## src/hw/rtl/ejim_pkg.sv

```systemverilog
// shared types and constants of the event interval jitter monitor
package ejim_pkg;

	localparam int CHANNELS      = 32;
	localparam int FIRST_CHANNEL = 1;
	localparam int CH_W          = $clog2(CHANNELS);

	localparam logic [1:0] OP_ARM   = 2'd0;
	localparam logic [1:0] OP_EVENT = 2'd1;
	localparam logic [1:0] OP_READ  = 2'd2;

	localparam logic [1:0] ST_UPDATED = 2'd0;
	localparam logic [1:0] ST_FIRST   = 2'd1;
	localparam logic [1:0] ST_REJECT  = 2'd2;
	localparam logic [1:0] ST_DONE    = 2'd3;

	localparam logic [63:0] ALL_ONES = 64'hffff_ffff_ffff_ffff;

	typedef enum logic [2:0] {
		KIND_REJECT,
		KIND_ARM,
		KIND_READ,
		KIND_FIRST,
		KIND_MEASURE
	} kind_t;

	typedef enum logic [2:0] {
		S_IDLE,
		S_LOAD,
		S_DIFF,
		S_MUL_LOW,
		S_MUL_CROSS,
		S_WRITE
	} state_t;

	typedef struct packed {
		logic accept;
		logic calc_interval;
		logic calc_error;
		logic mul_low;
		logic mul_cross;
		logic write;
	} ejim_cmd_t;

	typedef struct packed {
		kind_t kind;
	} ejim_sts_t;

	typedef struct packed {
		logic [63:0] period;
		logic [63:0] stamp;
		logic [63:0] least;
		logic [63:0] greatest;
		logic [63:0] sqsum;
		logic [31:0] count;
	} ejim_rec_t;

endpackage

```

## src/hw/rtl/ejim_ctrl.sv

```systemverilog
// sequencing state machine of the event interval jitter monitor
module ejim_ctrl (
	input  logic              clk,
	input  logic              arst_n,
	input  logic              start,
	input  ejim_pkg::ejim_sts_t sts,
	output logic              busy,
	output ejim_pkg::ejim_cmd_t cmd
);
	import ejim_pkg::*;

	state_t state_q;
	state_t state_d;

	always_ff @(posedge clk or negedge arst_n) begin
		if (!arst_n) begin
			state_q <= S_IDLE;
		end else begin
			state_q <= state_d;
		end
	end

	always_comb begin
		state_d = state_q;
		cmd     = '0;
		busy    = 1'b1;
		unique case (state_q)
			S_IDLE: begin
				busy       = 1'b0;
				cmd.accept = start;
				if (start) begin
					state_d = S_LOAD;
				end
			end
			S_LOAD: begin
				if (sts.kind == KIND_MEASURE) begin
					cmd.calc_interval = 1'b1;
					state_d           = S_DIFF;
				end else begin
					state_d = S_WRITE;
				end
			end
			S_DIFF: begin
				cmd.calc_error = 1'b1;
				state_d        = S_MUL_LOW;
			end
			S_MUL_LOW: begin
				cmd.mul_low = 1'b1;
				state_d     = S_MUL_CROSS;
			end
			S_MUL_CROSS: begin
				cmd.mul_cross = 1'b1;
				state_d       = S_WRITE;
			end
			S_WRITE: begin
				cmd.write = 1'b1;
				state_d   = S_IDLE;
			end
			default: begin
				state_d = S_IDLE;
			end
		endcase
	end

endmodule

```

## config.mk

```make
export PLATFORM = sky130hd
export DESIGN_NAME = ejim_ctrl
export DESIGN_NICKNAME = d
export VERILOG_FILES = /design/src/hw/rtl/ejim_pkg.sv /design/src/hw/rtl/ejim_ctrl.sv
export SDC_FILE = /design/constraint.sdc
export NUM_CORES = 1
export LEC_CHECK = 0
export ABC_AREA = 1
export BUFFER_PORTS_ARGS = -buffer_cell sky130_fd_sc_hd__buf_2
export CORE_AREA = 8 8 45 47
export CTS_BUF_LIST = sky130_fd_sc_hd__clkbuf_2 sky130_fd_sc_hd__clkbuf_4 sky130_fd_sc_hd__clkbuf_8
export CTS_CLUSTER_DIAMETER = 50
export CTS_CLUSTER_SIZE = 20
export DETAILED_ROUTE_END_ITERATION = 8
export DIE_AREA = 0 0 53 55
export SLEW_MARGIN = 15
export SYNTH_ARGS = -nofsm -noshare
export SYNTH_HDL_FRONTEND = slang
export SYNTH_SLANG_ARGS = --single-unit
```

## constraint.sdc

```tcl
create_clock -name clk -period 1.1 [get_ports clk]
set_input_delay 0.11 -clock clk [delete_from_list [all_inputs] [get_ports clk]]
set_output_delay 0.11 -clock clk [all_outputs]
set_load 0.02 [all_outputs]
```

### After elaboration in Yosys (flattened, before gate mapping)

Cells that the tools add are included.

* bits in registers: 3
* bits of input ports: 6
* output and inout port bits: 7
* logic and storage cells: 20

* equal/unequal tests: 7
* multiplexer cells: 11
* reduce and logical (&&, ||, !) cells: 1

Operator list (count)
* $pmux W3 S5: 1
* $eq A3 B3 Y1 const B: 3
* $mux W1: 8
* $eq A3 B2 Y1 const B: 2
* $mux W3: 2
* $eq A3 B1 Y1 const B: 1
* $logic_not A3 Y1: 1
* $ne A2 B2 Y1 const B: 1

### Longest topological paths before layout

* word-level depth: 3
* gate-level depth with buffers: 7
* mapped depth without buffers: 7

### Worst setup path after synthesis

Ideal clock, no wire load.

* kind: register to output
* from: register state_q[1]
* to: output cmd[5] in the netlist's numbering
* arrival: 1.047 ns
* data required time: 0.990 ns
* setup slack: -0.057 ns
* stages on the path, launching flop included: 4
* path buffers: 0
* cells stage by stage: dfrtp_1 -> nor2_1 -> nand2_1 -> nor2_1

RTL lines
* start: declaration: line ejim_ctrl.sv:12 `state_t state_q;`
* start signal: assignment: line ejim_ctrl.sv:19 `state_q <= state_d;`
* end: declaration: line ejim_ctrl.sv:8 `output ejim_pkg::ejim_cmd_t cmd`

==> flow_metrics.tcl <==
set metrics [dict create \
    cts_sinks 3 \
    top_register "state_q" \
    layout_setup_ws_ns -0.1524 \
    synth_top_area_share_pct 38.46 \
    critPathCaptureType "primary output" \
    antenna_cells 0 \
    status "finished, violations left" \
    fin_crit_ns 1.252 \
    drt_wl_total_um 577 \
    htree_levels 1 \
    violations "setup timing" \
    reg2reg_from "state_q[1]" \
    worst_pin_slew_ns 0.1593 \
    vias 252 \
    critical_path.startpoint_type "flip-flop" \
    ys_warn_count 0 \
    dpl_cell_area_um2 277.8 \
    yosys-top-cells-count "nand2_1, inv_1, nor2_1" \
    crit_fanout 3 \
    clkSlewWorstSetupHoldPaths_ns 0.04 \
    place.gp.congestion 0.6383 \
    clk_path_buf_depth 2 \
    utilization_pct 29.11 \
    synth_area_leaders "dfrtp_1, nand2_1, inv_1" \
    drt_drc_violations_left 0 \
    largest_register_ffs 3 \
    hold_viol_final 0 \
    synth_cells 31 \
    rrSetupSlack_ns 0.05 \
    cp_data_required_time_ns 0.99 \
    arrival_ns 1.14 \
    synth_enable_flop_cells 0 \
    viasPerCell 3.706 \
    rsz0062_at_grt "true" \
    startpoint "state_q[1]" \
    powerDensity_nw_per_um2 2812 \
    grt_max_degree 5 \
    slew_headroom_pct 89.34 \
    syn_to_final_growth_pct 106.4 \
    avgSynthCellArea_um2 6.296 \
    drive_gt1_share_pct 57.69 \
    peakVddDrop_v 0.0005620 \
    io_pins 13 \
    drt_iter0_drc 7 \
    antenna_found_initial 0 \
    first_global_vias 239 \
    track_usage_pct 4.324 \
    chipHeight_um 55 \
    synth.net_count 37 \
    ys_seq_elements 3 \
    design.core.area_um2 1384 \
    skew_ns 0.0009469 \
    placement.io_buffers 12 \
    p_leak_nw 0.2282 \
    rows 14 \
    yosysTopAreaCell "dfrtp_1" \
    criticalPathCategory "flip-flop to primary output" \
    synth_area_um2 195.2 \
    hold_path_class "input pin to flip-flop" \
    clkLatencyLatePin_ns 0.23 \
    synth-seq-area-share_pct 38.46 \
    numCtsBuffers 3 \
    worstReg2RegEnd "state_q[0]" \
    dp_hpwl_um 445.1 \
    max_freq_ghz 0.7985 \
    overflow 0 \
    max_cap_violations 0 \
    final_cell_area_um2 402.9 \
    wl_per_cell_um 8.485 \
    die_w_um 53 \
    grt_pass1_wl_um 855 \
    synth.most_common_cell "nand2_1" \
    yosys.cell_types.count 10 \
    setup_viol 7 \
    crit_end "cmd[4]" \
    start_util_pct 14.10 \
    synthArstFlopShare_pct 100.0 \
    detail-route-antenna-nets 0 \
    final_nets 59 \
    first_pass_iters 2 \
    cts_tree "yes" \
    synth_top_flop_cell "dfrtp_1" \
    fin_crit_sh_pct 113.9 \
    reg_top3 "state_q: 3 flops" \
    fillCellCount 154 \
    reg2reg_depth 7 \
    drv_slew 0 \
    die_area_um2 2915 \
    cts-root-buf "clkbuf_4" \
]
-- where the power goes --
group / total, mW / internal [mW] / switching [mW]
logic: 0.690 / 0.316 / 0.373
clock network: 0.215 / 0.160 / 0.0546
registers: 0.228 / 0.159 / 0.0696
total: 1.13 / 0.636 / 0.497
-- worst min path at each step --
stage | startpoint | endpoint | slack, ns | cells after the start
after floorplan | arst_n | state_q[0] | -0.19 | 0
final | sts[2] | state_q[1] | 0.19 | 3
after detailed placement | arst_n | state_q[1] | -0.09 | 1
after CTS | sts[2] | state_q[1] | 0.18 | 3
after global routing | arst_n | state_q[1] | 0.20 | 2
after global placement | arst_n | state_q[1] | -0.09 | 1
-- layer usage --
metal | vias up | wire length, um | share of wire [%] | track usage (%)
met3 | 0 | 35 | 6.1 | 1.872
met4 | 0 | 0 | 0 | 5.172
met1 | 117 | 186 | 32 | 3.359
li1 | 131 | - | - | -
met2 | 4 | 356 | 62 | 7.422
met5 | - | 0 | 0 | 0
-- cell type report --
class	instances	area, um^2	area share [%]
repair buffers	17	130.1	32.30
multi-input cells	20	113.9	28.26
flip-flops and latches	3	76.32	18.94
inverters	8	32.53	8.075
clock buffers	4	30.03	7.453
well taps	16	20.02	4.969
-- cells in the final DEF, fill, tap and decap left out, drive strengths merged --
cell type and instances:
buf 16, nand2 10, inv 8, nor2 6
clkbuf 4, dfrtp 3, nor3 1, nand3 1
o21ai 1, nand3b 1, dlygate4sd3 1
-- critical path: stages (launching register included) --
cell	delay (ns)
dfrtp_1	0.40
inv_2	0.08
nand2_2	0.06
nor2_2	0.09
inv_1	0.06
nor2_1	0.08
buf_4	0.14
-- logic make-up (layout without fill, tap and decap cells) --
group / count (synthesis) / after routing / share of synthesized area [%]
and+or+nand+nor: 19 / 19 / 43.59
buffers and inverters: 8 / 29 / 15.39
DFF: 3 / 3 / 38.46
AOI/OAI and AO/OA: 1 / 1 / 2.562
-- repair_timing --
item / 4_1_cts / 5_1_grt
resized for setup: 11 / 8
pin swaps: 2 / 2
setup endpoints to repair: 7 / 9
hold buffers: 1 / 0
buffers inserted: 4 / 0
endpoints found under the hold margin: 3 / 0
-- metrics by stage --
stage          total power, mW  hold slack, ns  TNS, ns  worst slack [ns]  cells
6_report                 1.133          0.1940  -0.7073           -0.1524     68
4_1_cts                  1.066          0.1813  -0.8943           -0.1752     68
5_1_grt                  1.231          0.1964   -1.350           -0.2265     68
2_1_floorplan           0.5166         -0.1856        0           0.02022     31
3_3_place_gp            0.6393        -0.09348        0           0.08249     59
3_5_place_dp            0.6457        -0.08948        0           0.06802     59
Note: power is estimated with default switching activity, not from simulation.
